**config.mk**
```make
export PLATFORM = sky130hd
export DESIGN_NAME = regex_literal_prefix_extractor
export DESIGN_NICKNAME = d
export VERILOG_FILES = /design/src/rlpe_pkg.sv /design/src/rlpe_step.sv /design/src/regex_literal_prefix_extractor.sv
export SDC_FILE = /design/constraint.sdc
export NUM_CORES = 1
export LEC_CHECK = 0
export CAP_MARGIN = 25
export CORE_MARGIN = 2
export CORE_UTILIZATION = 35
export CTS_BUF_LIST = sky130_fd_sc_hd__clkbuf_4
export DETAILED_ROUTE_END_ITERATION = 12
export DONT_BUFFER_PORTS = 1
export PLACE_DENSITY = 0.54
export SKIP_CTS_REPAIR_TIMING = 1
export SYNTH_ARGS = -nofsm -noshare
export SYNTH_HDL_FRONTEND = slang
export SYNTH_SLANG_ARGS = --single-unit
```
**constraint.sdc**
```tcl
create_clock -name aclk -period 6 [get_ports aclk]
set_clock_uncertainty 0.1 [all_clocks]
set_input_delay 0 -clock aclk [delete_from_list [all_inputs] [get_ports aclk]]
set_output_delay 0 -clock aclk [all_outputs]
set_load 0.03 [all_outputs]
```
**src/rlpe_pkg.sv**
```systemverilog
`default_nettype none
package rlpe_pkg;

    localparam int COUNT_WIDTH_DEF = 16;
    localparam int LEN_WIDTH = 16;
    localparam int CFG_INDEX_WIDTH = 2;
    localparam int MAX_RESULTS = 3;
    localparam int RES_IDX_WIDTH = 2;

    typedef logic [7:0] byte_t;

    localparam byte_t CH_STAR      = 8'h2A;
    localparam byte_t CH_QMARK     = 8'h3F;
    localparam byte_t CH_BAR       = 8'h7C;
    localparam byte_t CH_Q         = 8'h51;
    localparam byte_t CH_E         = 8'h45;
    localparam byte_t CH_HASH      = 8'h23;
    localparam byte_t CH_CARET     = 8'h5E;
    localparam byte_t CH_A         = 8'h41;
    localparam byte_t CH_BACKSLASH = 8'h5C;
    localparam byte_t CH_DOLLAR    = 8'h24;
    localparam byte_t CH_DOT       = 8'h2E;
    localparam byte_t CH_LBRACKET  = 8'h5B;
    localparam byte_t CH_LPAREN    = 8'h28;
    localparam byte_t CH_RPAREN    = 8'h29;
    localparam byte_t CH_PLUS      = 8'h2B;
    localparam byte_t CH_LBRACE    = 8'h7B;
    localparam byte_t CH_SPACE     = 8'h20;

    typedef enum logic [CFG_INDEX_WIDTH-1:0] {
        REG_FLAG_MULTILINE   = 2'd0,
        REG_FLAG_EXTENDED    = 2'd1,
        REG_FLAG_UNSUPPORTED = 2'd2
    } reg_index_t;

    typedef enum logic [2:0] {
        M_START    = 3'd0,
        M_START_BS = 3'd1,
        M_SCAN     = 3'd2,
        M_SCAN_BS  = 3'd3,
        M_QUOTE    = 3'd4,
        M_QUOTE_BS = 3'd5,
        M_STOPPED  = 3'd6
    } mode_t;

    typedef struct packed {
        logic multiline;
        logic extended;
        logic unsupported;
    } flags_t;

    typedef struct packed {
        byte_t                 prefix_char;
        logic                  char_valid;
        logic                  done_res;
        logic [LEN_WIDTH-1:0]  prefix_length;
        logic                  exact;
    } result_t;

    typedef struct packed {
        logic [RES_IDX_WIDTH-1:0]  count;
        result_t [MAX_RESULTS-1:0] res;
    } result_list_t;

    function automatic logic is_meta(byte_t c);
        return c == CH_CARET || c == CH_DOLLAR || c == CH_DOT || c == CH_LBRACKET ||
               c == CH_LPAREN || c == CH_RPAREN || c == CH_PLUS || c == CH_LBRACE;
    endfunction

    function automatic logic is_alnum(byte_t c);
        return (c >= 8'h41 && c <= 8'h5A) || (c >= 8'h61 && c <= 8'h7A) ||
               (c >= 8'h30 && c <= 8'h39);
    endfunction

    function automatic logic is_space(byte_t c);
        return (c >= 8'h09 && c <= 8'h0D) || c == CH_SPACE;
    endfunction

endpackage
`default_nettype wire

```
**src/rlpe_step.sv**
```systemverilog
`default_nettype none
module rlpe_step #(
    parameter int COUNT_WIDTH = rlpe_pkg::COUNT_WIDTH_DEF
) (
    input  var rlpe_pkg::mode_t        mode_i,
    input  var logic [COUNT_WIDTH-1:0] count_i,
    input  var rlpe_pkg::flags_t       flags_i,
    input  var rlpe_pkg::byte_t        chr_i,
    input  var logic                   present_i,
    input  var logic                   eop_i,
    output rlpe_pkg::mode_t            mode_o,
    output logic [COUNT_WIDTH-1:0]     count_o,
    output rlpe_pkg::result_list_t     list_o
);
    import rlpe_pkg::*;

    localparam logic [COUNT_WIDTH-1:0] CNT_MAX = '1;

    mode_t                    m;
    logic [COUNT_WIDTH-1:0]   cnt;
    logic [RES_IDX_WIDTH-1:0] n;
    logic [31:0]              len_wide;
    logic                     ex;

    function automatic logic [COUNT_WIDTH-1:0] inc_sat(logic [COUNT_WIDTH-1:0] v);
        return (v == CNT_MAX) ? v : v + 1'b1;
    endfunction

    function automatic result_t char_res(byte_t c);
        result_t r;
        r = '0;
        r.prefix_char = c;
        r.char_valid  = 1'b1;
        return r;
    endfunction

    always_comb begin
        m        = mode_i;
        cnt      = count_i;
        n        = '0;
        len_wide = '0;
        ex       = 1'b0;
        list_o   = '0;

        if (present_i) begin
            case (mode_i)
                M_START: begin
                    if (chr_i == CH_CARET) begin
                        if (flags_i.unsupported || flags_i.multiline) begin
                            m   = M_STOPPED;
                            cnt = '0;
                        end else begin
                            m = M_SCAN;
                        end
                    end else if (chr_i == CH_BACKSLASH) begin
                        m = M_START_BS;
                    end else begin
                        m   = M_STOPPED;
                        cnt = '0;
                    end
                end
                M_START_BS: begin
                    if (chr_i == CH_A && !flags_i.unsupported) begin
                        m = M_SCAN;
                    end else begin
                        m   = M_STOPPED;
                        cnt = '0;
                    end
                end
                M_SCAN: begin
                    if (chr_i == CH_STAR || chr_i == CH_QMARK) begin
                        m   = M_STOPPED;
                        cnt = (count_i != '0) ? count_i - 1'b1 : '0;
                    end else if (chr_i == CH_BAR) begin
                        m   = M_STOPPED;
                        cnt = '0;
                    end else if (chr_i == CH_BACKSLASH) begin
                        m = M_SCAN_BS;
                    end else if (is_meta(chr_i) || (flags_i.extended && chr_i == CH_HASH)) begin
                        m = M_STOPPED;
                    end else if (!(flags_i.extended && is_space(chr_i))) begin
                        list_o.res[n] = char_res(chr_i);
                        n   = n + 1'b1;
                        cnt = inc_sat(cnt);
                    end
                end
                M_SCAN_BS: begin
                    if (chr_i == CH_Q) begin
                        m = M_QUOTE;
                    end else if (is_alnum(chr_i) || chr_i == 8'h00) begin
                        m = M_STOPPED;
                    end else begin
                        list_o.res[n] = char_res(chr_i);
                        n   = n + 1'b1;
                        cnt = inc_sat(cnt);
                        m   = M_SCAN;
                    end
                end
                M_QUOTE: begin
                    if (chr_i == CH_BACKSLASH) begin
                        m = M_QUOTE_BS;
                    end else begin
                        list_o.res[n] = char_res(chr_i);
                        n   = n + 1'b1;
                        cnt = inc_sat(cnt);
                    end
                end
                M_QUOTE_BS: begin
                    if (chr_i == CH_E) begin
                        m = M_SCAN;
                    end else begin
                        list_o.res[n] = char_res(CH_BACKSLASH);
                        n   = n + 1'b1;
                        cnt = inc_sat(cnt);
                        if (chr_i != CH_BACKSLASH) begin
                            list_o.res[n] = char_res(chr_i);
                            n   = n + 1'b1;
                            cnt = inc_sat(cnt);
                            m   = M_QUOTE;
                        end
                    end
                end
                default: ;
            endcase
        end

        if (eop_i) begin
            case (m)
                M_SCAN, M_QUOTE: begin
                    len_wide = 32'(cnt);
                    ex       = (cnt != '0);
                end
                M_QUOTE_BS: begin
                    list_o.res[n] = char_res(CH_BACKSLASH);
                    n        = n + 1'b1;
                    cnt      = inc_sat(cnt);
                    len_wide = 32'(cnt);
                    ex       = 1'b1;
                end
                M_START, M_START_BS: begin
                    len_wide = '0;
                end
                default: begin
                    len_wide = 32'(cnt);
                end
            endcase
            list_o.res[n].done_res      = 1'b1;
            list_o.res[n].prefix_length = (len_wide > 32'h0000_FFFF) ?
                                          16'hFFFF : len_wide[LEN_WIDTH-1:0];
            list_o.res[n].exact         = ex;
            n   = n + 1'b1;
            m   = M_START;
            cnt = '0;
        end

        list_o.count = n;
        mode_o       = m;
        count_o      = cnt;
    end

endmodule
`default_nettype wire

```
**src/regex_literal_prefix_extractor.sv**
```systemverilog
`default_nettype none
// Streams a regular-expression pattern in one byte per transfer (s_tuser
// marks a byte as present, s_tlast ends the pattern) and streams out the
// literal prefix that every match must begin with, one byte per transfer,
// followed by a final transfer with m_tlast set that carries the prefix
// length and the exact flag. A pattern byte is accepted every cycle unless
// a result waits on m_tready; the parser state updates in one step between
// the input and output registers. An item with two or three results (the
// byte after a backslash inside a quoted run, or a literal byte that also
// ends the pattern) holds the input register while the output register
// takes one result per cycle as m_tready allows. The user writes the flag
// registers through the cfg port between patterns; the block does not check.
module regex_literal_prefix_extractor #(
    parameter int COUNT_WIDTH = rlpe_pkg::COUNT_WIDTH_DEF
) (
    input  var logic                                 aclk,
    input  var logic                                 aresetn,
    input  var logic                                 s_tvalid,
    output logic                                     s_tready,
    input  var logic [7:0]                           s_tdata,  // [7:0] pattern_char
    input  var logic                                 s_tuser,  // [0] char_present
    input  var logic                                 s_tlast,
    output logic                                     m_tvalid,
    input  var logic                                 m_tready,
    output logic [31:0]                              m_tdata,  // [7:0] prefix_char,
                                                                // [23:8] prefix_length,
                                                                // [24] exact
    output logic                                     m_tuser,  // [0] char_valid
    output logic                                     m_tlast,
    input  var logic                                 cfg_valid,
    output logic                                     cfg_ready,
    input  var logic [rlpe_pkg::CFG_INDEX_WIDTH-1:0] cfg_index,
    input  var logic                                 cfg_data
);
    import rlpe_pkg::*;

    flags_t                   flags_reg;
    mode_t                    mode_reg, mode_next;
    logic [COUNT_WIDTH-1:0]   count_reg, count_next;

    logic                     in_valid_reg;
    byte_t                    in_char_reg;
    logic                     in_present_reg;
    logic                     in_eop_reg;

    logic [RES_IDX_WIDTH-1:0] phase_reg;

    logic                     out_valid_reg;
    result_t                  out_reg;

    result_list_t             list;
    logic                     out_free;
    logic                     consume;
    logic                     emit;

    assign cfg_ready = 1'b1;

    rlpe_step #(
        .COUNT_WIDTH(COUNT_WIDTH)
    ) u_step (
        .mode_i    (mode_reg),
        .count_i   (count_reg),
        .flags_i   (flags_reg),
        .chr_i     (in_char_reg),
        .present_i (in_present_reg),
        .eop_i     (in_eop_reg),
        .mode_o    (mode_next),
        .count_o   (count_next),
        .list_o    (list)
    );

    assign out_free = !out_valid_reg || m_tready;
    assign emit     = in_valid_reg && out_free && (list.count != '0);
    assign consume  = in_valid_reg &&
                      ((list.count == '0) ||
                       (out_free && (phase_reg == list.count - 1'b1)));
    assign s_tready = !in_valid_reg || consume;

    always_ff @(posedge aclk) begin
        if (!aresetn) begin
            flags_reg <= '0;
        end else if (cfg_valid && cfg_ready) begin
            unique case (cfg_index)
                REG_FLAG_MULTILINE:   flags_reg.multiline   <= cfg_data;
                REG_FLAG_EXTENDED:    flags_reg.extended    <= cfg_data;
                REG_FLAG_UNSUPPORTED: flags_reg.unsupported <= cfg_data;
                default: ;
            endcase
        end
    end

    always_ff @(posedge aclk) begin
        if (!aresetn) begin
            in_valid_reg <= 1'b0;
        end else if (s_tready) begin
            in_valid_reg <= s_tvalid;
        end
    end

    always_ff @(posedge aclk) begin
        if (s_tready && s_tvalid) begin
            in_char_reg    <= s_tdata;
            in_present_reg <= s_tuser;
            in_eop_reg     <= s_tlast;
        end
    end

    always_ff @(posedge aclk) begin
        if (!aresetn) begin
            mode_reg  <= M_START;
            count_reg <= '0;
            phase_reg <= '0;
        end else begin
            if (consume) begin
                mode_reg  <= mode_next;
                count_reg <= count_next;
                phase_reg <= '0;
            end else if (emit) begin
                phase_reg <= phase_reg + 1'b1;
            end
        end
    end

    always_ff @(posedge aclk) begin
        if (!aresetn) begin
            out_valid_reg <= 1'b0;
        end else if (out_free) begin
            out_valid_reg <= emit;
        end
    end

    always_ff @(posedge aclk) begin
        if (emit) begin
            out_reg <= list.res[phase_reg];
        end
    end

    assign m_tvalid = out_valid_reg;
    assign m_tdata  = {7'd0, out_reg.exact, out_reg.prefix_length, out_reg.prefix_char};
    assign m_tuser  = out_reg.char_valid;
    assign m_tlast  = out_reg.done_res;

    a_final_no_char: assert property (@(posedge aclk) disable iff (!aresetn)
        m_tvalid && m_tlast |-> !m_tuser)
        else $error("final result carries a prefix character");

    a_mid_is_char: assert property (@(posedge aclk) disable iff (!aresetn)
        m_tvalid && !m_tlast |-> m_tuser && m_tdata[24:8] == 17'd0)
        else $error("non-final result without a prefix character");

    a_phase_bound: assert property (@(posedge aclk) disable iff (!aresetn)
        phase_reg != 2'd0 |-> in_valid_reg && phase_reg < list.count)
        else $error("result phase outside the current item");

    a_rearm: assert property (@(posedge aclk) disable iff (!aresetn)
        consume && in_eop_reg |=> mode_reg == M_START && count_reg == '0)
        else $error("parser not rearmed after end of pattern");

endmodule
`default_nettype wire

```
### Word-level counts from Yosys, hierarchy flattened

Index checks and enable logic that the tools add are counted.

* add/subtract/negate cells: 8
* $mul: 0
* div/mod/pow operators: 0
* magnitude comparators: 14
* equal/unequal tests: 33
* shift operators: 0
* muxes and demuxes: 86
* bitwise logic cells: 4
* reduce and logical (&&, ||, !) cells: 48

Operators with widths (count)
* two-way mux 16 bit: 21
* two-way mux 27 bit: 12
* bitwise mux 81 bit: 3
* two-way mux 81 bit: 3
* demux 27 bit (select 2 bit): 4
* two-way mux 54 bit: 2
* one-hot mux 27 bit (4 select lines): 1
* one-hot mux 16 bit (6 select lines): 1
* == test 8 x 6 -> 1 bit (second input constant): 9
* AND 44 x 66 -> 66 bit: 1
* NOT 66 bit: 1
* == test 8 x 7 -> 1 bit (second input constant): 8
* binary-select mux 27 bit (select 2 bit): 1
* adder 16 x 1 -> 16 bit (second input constant): 3
* == test 16 bit (second input constant): 3
* two-way mux 3 bit: 15
* greater-than comparator 32 x 16 -> 1 bit (second input constant): 1
* two-way mux 32 bit: 1
* one-hot mux 16 bit (2 select lines): 1
* nonzero test 16 bit: 2
* two-way mux 2 bit: 10
* two-way mux 18 bit: 1
* one-hot mux 3 bit (6 select lines): 1
* logical OR 1 bit: 17
* other kinds (32): 71

* register bits after elaboration: 63
* bits in latches: 0
* memory bits (writable): 0
* bits in read-only memories: 0
* input bits: 18
* output and inout bits: 37
* memories kept: 0

### Depth between registers and ports, before layout

* depth in word-level cells: 29
* gate-level depth with buffers: 22

### Cells and area by module

A second synthesis with hierarchy kept.

* cell total of the unflattened synthesis: 1037
* area, all modules: 7588.5 sq um

By module, submodules not included
* rlpe_step: times used 1, cells each 773, area an instance 4792.1 sq um
* regex_literal_prefix_extractor: times used 1, cells each 264, area an instance 2796.4 sq um

### Worst setup path before layout

OpenSTA, ideal clock, no wires.

* kind: register to register
* from: register in_char_reg[7]
* to: register phase_reg[1]
* library setup time: 64 ps
* arrival: 5600 ps
* required time: 5836 ps
* slack: 236 ps
* cell stages (with the launch flop): 21
* buffers on the path: 2
* path through: edfxtp_1 buf_2 and4b_1 clkbuf_1 a21oi_1 a2111oi_0 nor3b_1 or2_2 o311ai_0 a21oi_1 inv_1 ha_1 a21o_1 ha_1 mux2_2 ha_1 nand2b_1 nor2_1 nand2_1 xor2_1 nor2_1

RTL lines
* start, declared: RTL line regex_literal_prefix_extractor.sv:42 `byte_t in_char_reg;`
* start signal, assigned: RTL line regex_literal_prefix_extractor.sv:102 `in_char_reg <= s_tdata;`
* branches (longest 19 deep; another with greater-or-equal comparator 8 x 4 -> 1 bit)
* two-way mux 2 bit *: RTL line rlpe_step.sv:127 `if (eop_i) begin`
* nonzero test 2 bit *: RTL line regex_literal_prefix_extractor.sv:73 `assign emit = in_valid_reg && out_free && (list.count != '0);`
* logical AND 1 bit *: RTL line regex_literal_prefix_extractor.sv:73
* via emit: RTL line regex_literal_prefix_extractor.sv:54 `logic emit;`
* end signal, assigned: RTL line regex_literal_prefix_extractor.sv:119 `phase_reg <= phase_reg + 1'b1;`
* end, declared: RTL line regex_literal_prefix_extractor.sv:46 `logic [RES_IDX_WIDTH-1:0] phase_reg;`

Mark *: on every way through the listed nets, which the timed path passes. The select of a mux whose other input is x is not followed.
A chain may end at the register's enable or synchronous reset.

### Worst setup path after layout

* from: register count_reg[0]
* to: register out_reg, in the netlist m_tdata[17], data pin

* word-level cells in the longest chain between the ends: 20

Ends and longest elaborated chain
* start, declared: RTL line regex_literal_prefix_extractor.sv:39 `logic [COUNT_WIDTH-1:0] count_reg, count_next;`
* start signal, assigned: RTL line regex_literal_prefix_extractor.sv:116 `count_reg <= count_next;`
* branches (longest 8 deep; another with adder 16 x 1 -> 16 bit)
* two-way mux 16 bit *: RTL line rlpe_step.sv:45 `if (present_i) begin`
* adder 16 x 1 -> 16 bit / == test 16 bit (equally long branches): RTL line rlpe_step.sv:26 `return (v == CNT_MAX) ? v : v + 1'b1;`
* two-way mux 16 bit: RTL line rlpe_step.sv:26
* one-hot mux 16 bit (2 select lines) *: RTL line rlpe_step.sv:128 `case (m)`
* two-way mux 32 bit *: RTL line rlpe_step.sv:127
* greater-than comparator 32 x 16 -> 1 bit: RTL line rlpe_step.sv:148 `list_o.res[n].prefix_length = (len_wide > 32'h0000_FFFF) ?`
* two-way mux 16 bit *: RTL line rlpe_step.sv:148
* bitwise mux 81 bit *: RTL line rlpe_step.sv:148
* bitwise mux 81 bit *: RTL line rlpe_step.sv:150 `list_o.res[n].exact = ex;`
* two-way mux 81 bit *: RTL line rlpe_step.sv:127
* binary-select mux 27 bit (select 2 bit) *: RTL line regex_literal_prefix_extractor.sv:134 `out_reg <= list.res[phase_reg];`
* two-way mux 27 bit (not written as such) *: RTL line regex_literal_prefix_extractor.sv:134
* end signal, assigned: RTL line regex_literal_prefix_extractor.sv:134
* end, declared: RTL line regex_literal_prefix_extractor.sv:49 `result_t out_reg;`

Mark *: on every way between the ends. The select of a mux whose other input is x is not followed.

==> flow_metrics.py <==
metrics = {
    "run_status": {
        "status": "completed",
    },
    "finish": {
        "largest_register_ffs": 25,
        "num-nets-final": 894,
        "final_cell_area_sq_mm": 0.00731,
        "syn_to_final_growth_pct": 10.6,
        "fillCellCount": 1943,
        "post_layout_nonfiller_instances": 1108,
        "layout-drive-gt1-share_pct": 13.7,
    },
    "detailed_routing": {
        "drc": 0,
        "drt.antenna.violating_nets": 0,
        "routed_wirelength_mm": 23.5,
        "drt_iter0_drc": 720,
        "vias": 6991,
        "routed_wire_length_per_instance_um": 21.2,
        "avgViaCountPerCell": 6.31,
        "detail_route.first_pass.iterations": 5,
    },
    "synthesis": {
        "synth_largest_type_area_fraction_pct": 16.8,
        "synth-async-reset-ratio_pct": 0,
        "synthCells": 849,
        "cell_types_with_the_largest_area_share_after_synthesis": "sky130_fd_sc_hd__edfxtp_1 17%, sky130_fd_sc_hd__dfxtp_1 7.9%, sky130_fd_sc_hd__nand3_1 4.2%",
        "synth-main-ff-cell": "sky130_fd_sc_hd__edfxtp_1",
        "postSynthAreaPerCell_sq_um": 7.79,
        "postSynthRegisterBits": 63,
        "synthesis.area_sq_mm": 0.00661,
        "seq_area_frac_synth_pct": 24.7,
        "yosys.cell_types.count": 97,
        "synth_top_cell_by_area": "sky130_fd_sc_hd__edfxtp_1",
        "synth_enable_flop_cells": 37,
        "synth.yosys.warnings": 0,
    },
    "min_path": {
        "holdPathEnd": "count_reg[3]",
        "timing.hold.worst.class": "input pin to register",
        "hold-path-cell-count": 2,
        "min_from": "aresetn",
    },
    "sta": {
        "finalCritPeriodShare_pct": 92.5,
        "hold_viol": 0,
        "tightestPinTransition_ns": 1.13,
        "drv_slew": 0,
        "fmax_mhz": 180,
        "unrepaired_setup_endpoints_after_global_routing": "false",
        "fin_setup_tns_ns": 0,
        "setup_viol_count_final": 0,
        "timing.slew.headroom_pct": 24.6,
        "clock_period_minus_final_worst_setup_slack_ns": 5.55,
    },
    "grt": {
        "maximum_number_of_pins_on_one_net_before_global_route_repair": 40,
        "antenna_violations_before_repair": 1,
        "grt_first_pass_wirelength_mm": 36.6,
        "grt_pass1_vias": 6296,
        "globalRouteOverflowTotal": 0,
        "grt_total_usage_pct": 23.2,
    },
    "cts": {
        "cts_made_buffers": 9,
        "cts-root-buf": "sky130_fd_sc_hd__clkbuf_4",
        "path_clk_slew_ns": 0.11,
        "clk_path_buf_depth": 2,
        "htree_levels": 3,
        "clkSinkCount": 63,
        "clk_latency_ns": 0.45,
        "tritoncts": "built",
    },
    "power": {
        "share_clk_of_total_power_pct": 28.4,
        "switchingPower_mw": 0.283,
        "relative_contribution_of_combinational_cells_to_total_power_pct": 14.5,
        "internal_power_mw": 0.602,
        "vdd_drop_max_mv": 0.0985,
        "cellPowerDensity_mw_per_mm2": 121,
        "cellLeakagePower_nw": 2.51,
        "sequentialPowerShare_pct": 57.1,
        "switching_share_pct": 32.0,
    },
    "floorplanning": {
        "core_area_sq_mm": 0.0186,
        "die-area_sq_mm": 0.0200,
        "row_count": 50,
        "die_width_um": 141,
        "die-height_um": 141,
        "initial_core_util_pct": 35.5,
        "boundaryPins": 55,
    },
    "critical_path": {
        "crit-reg2reg-launch": "count_reg[0]",
        "startpoint_type": "register",
        "rr_worst_depth": 18,
        "critPathSlowestCell": "sky130_fd_sc_hd__or4b_1",
        "critical_path.cell_chain": "ha_1 -> nand3_2 -> or4_1 -> nand2_1 -> o21ai_0 -> ha_1 -> and3_1 -> a221oi_1 -> buf_4 -> o21ba_2 -> nand3_1 -> o211ai_1 -> xor2_1 -> a21oi_1 -> or4b_1 -> o31ai_4 -> o31ai_1 -> nor3b_2",
        "critical_path_s_largest_stage_delay_ns": 0.73,
        "worstPathBufferInverterCount": 1,
        "worst-endpoint-arrival_ns": 5.65,
        "cp-end-kind": "register",
        "crit_top_cell": "sky130_fd_sc_hd__ha_1",
        "worst_path_dominant_cell_family": "simple AND/OR/NAND/NOR gates",
        "timing_worst_setup_path_type": "register to register",
        "critical_path_peak_fanout": 13,
        "crit_required_ns": 6.10,
        "slack_of_the_worst_reg_to_reg_path_ns": 0.45,
        "timing.rr.end": "m_tdata[17]",
    },
    "place": {
        "post-place-cells": 1066,
        "dp_hpwl_mm": 17.6,
        "placedInstanceArea_sq_mm": 0.00699,
        "finalWeightedCongestion": 1.01,
        "place.port_buffers": 0,
    },
    "job": {
        "maxcap_viol_count": 0,
    },
}
## synth_stat cells (all sizes together) (15+ instances only)
cell type and instances:
a21oi 36, a31oi 15, and2 17, and3 22, buf 28, clkbuf 49, dfxtp 26, edfxtp 37
inv 21, nand2 59, nand3 58, nand4 16, nor2 57, nor3 34, nor4 19, o21ai 45
o31ai 26, xnor2 15
## final cells by class
class / count / area [sq um] / share of cell area, %
tap: 234 / 293 / 4.00
inverter: 22 / 82.6 / 1.13
clock inverter: 6 / 28.8 / 0.393
timing repair buffer: 74 / 598 / 8.18
antenna: 6 / 15.0 / 0.205
sequential: 63 / 1630 / 22.3
multi-input combinational: 693 / 4590 / 62.8
clock buffer: 10 / 75.1 / 1.03
## layer usage
metal,up-vias,track usage (%),routed length (um)
met5,-,0,0
met4,0,6.89,638
met3,49,4.42,1940
met2,338,35.7,10500
met1,3322,32.9,10400
li1,3282,-,-
## through the flow
stage	hold WS, ns	setup WS (ns)	power, mW	util, %
after floorplan	-0.00113	0.236	0.601	-
after global placement	-0.00103	0.403	0.628	37.5
after detailed placement	-0.00108	0.207	0.627	37.5
after CTS	-0.501	0.137	0.879	38.0
after global routing	0.0485	0.102	0.923	39.2
final	0.0407	0.453	0.885	39.2
## cell usage in the layout (no fill, tap or decap), drive strengths merged, types with 8 or more instances in the layout
master	instances
and2	17
o21a	9
mux2i	11
dlygate4sd3	18
dfxtp	26
inv	21
a31oi	15
edfxtp	37
o31ai	26
clkbuf	11
a21oi	36
or3	13
a211oi	12
nand4	16
xor2	8
xnor2	15
nand2	59
nor2	57
nand3	58
nor3	34
nor2b	14
o31a	8
nor4	19
ha	13
conb	8
or2	10
buf	55
nand2b	13
a21o	12
o21ai	45
and3	22
nor3b	14
o211ai	10
## worst max path at each step
stage / from / end / cells past startpoint
after global placement: in_char_reg[2] / in_char_reg[5] / 16
after detailed placement: in_char_reg[2] / in_char_reg[5] / 16
after global routing: in_char_reg[3] / in_char_reg[7] / 17
after floorplan: in_char_reg[7] / phase_reg[1] / 20
after CTS: in_char_reg[2] / in_char_reg[7] / 16
final: count_reg[0] / m_tdata[17] / 18
## cells by family after synthesis
| group | share of synthesized area [%] |
|---|---|
| AND/OR/NAND/NOR | 32.7 |
| XOR/XNOR | 3.39 |
| multiplexers | 2.52 |
| buffers and inverters | 6.58 |
| adder cells (fa/ha/maj) | 2.46 |
| flip-flops | 24.7 |
| other | 0.114 |
| AO/OA/AOI/OAI | 27.6 |
## power groups by stage
stage	registers (mW)	logic (mW)	clock network (mW)
2_1_floorplan	0.502	0.0995	0
3_3_place_gp	0.516	0.112	0
3_5_place_dp	0.515	0.112	0
4_1_cts	0.506	0.112	0.260
5_1_grt	0.508	0.139	0.275
6_report	0.506	0.128	0.251
Note: power is estimated with default switching activity, not from simulation.
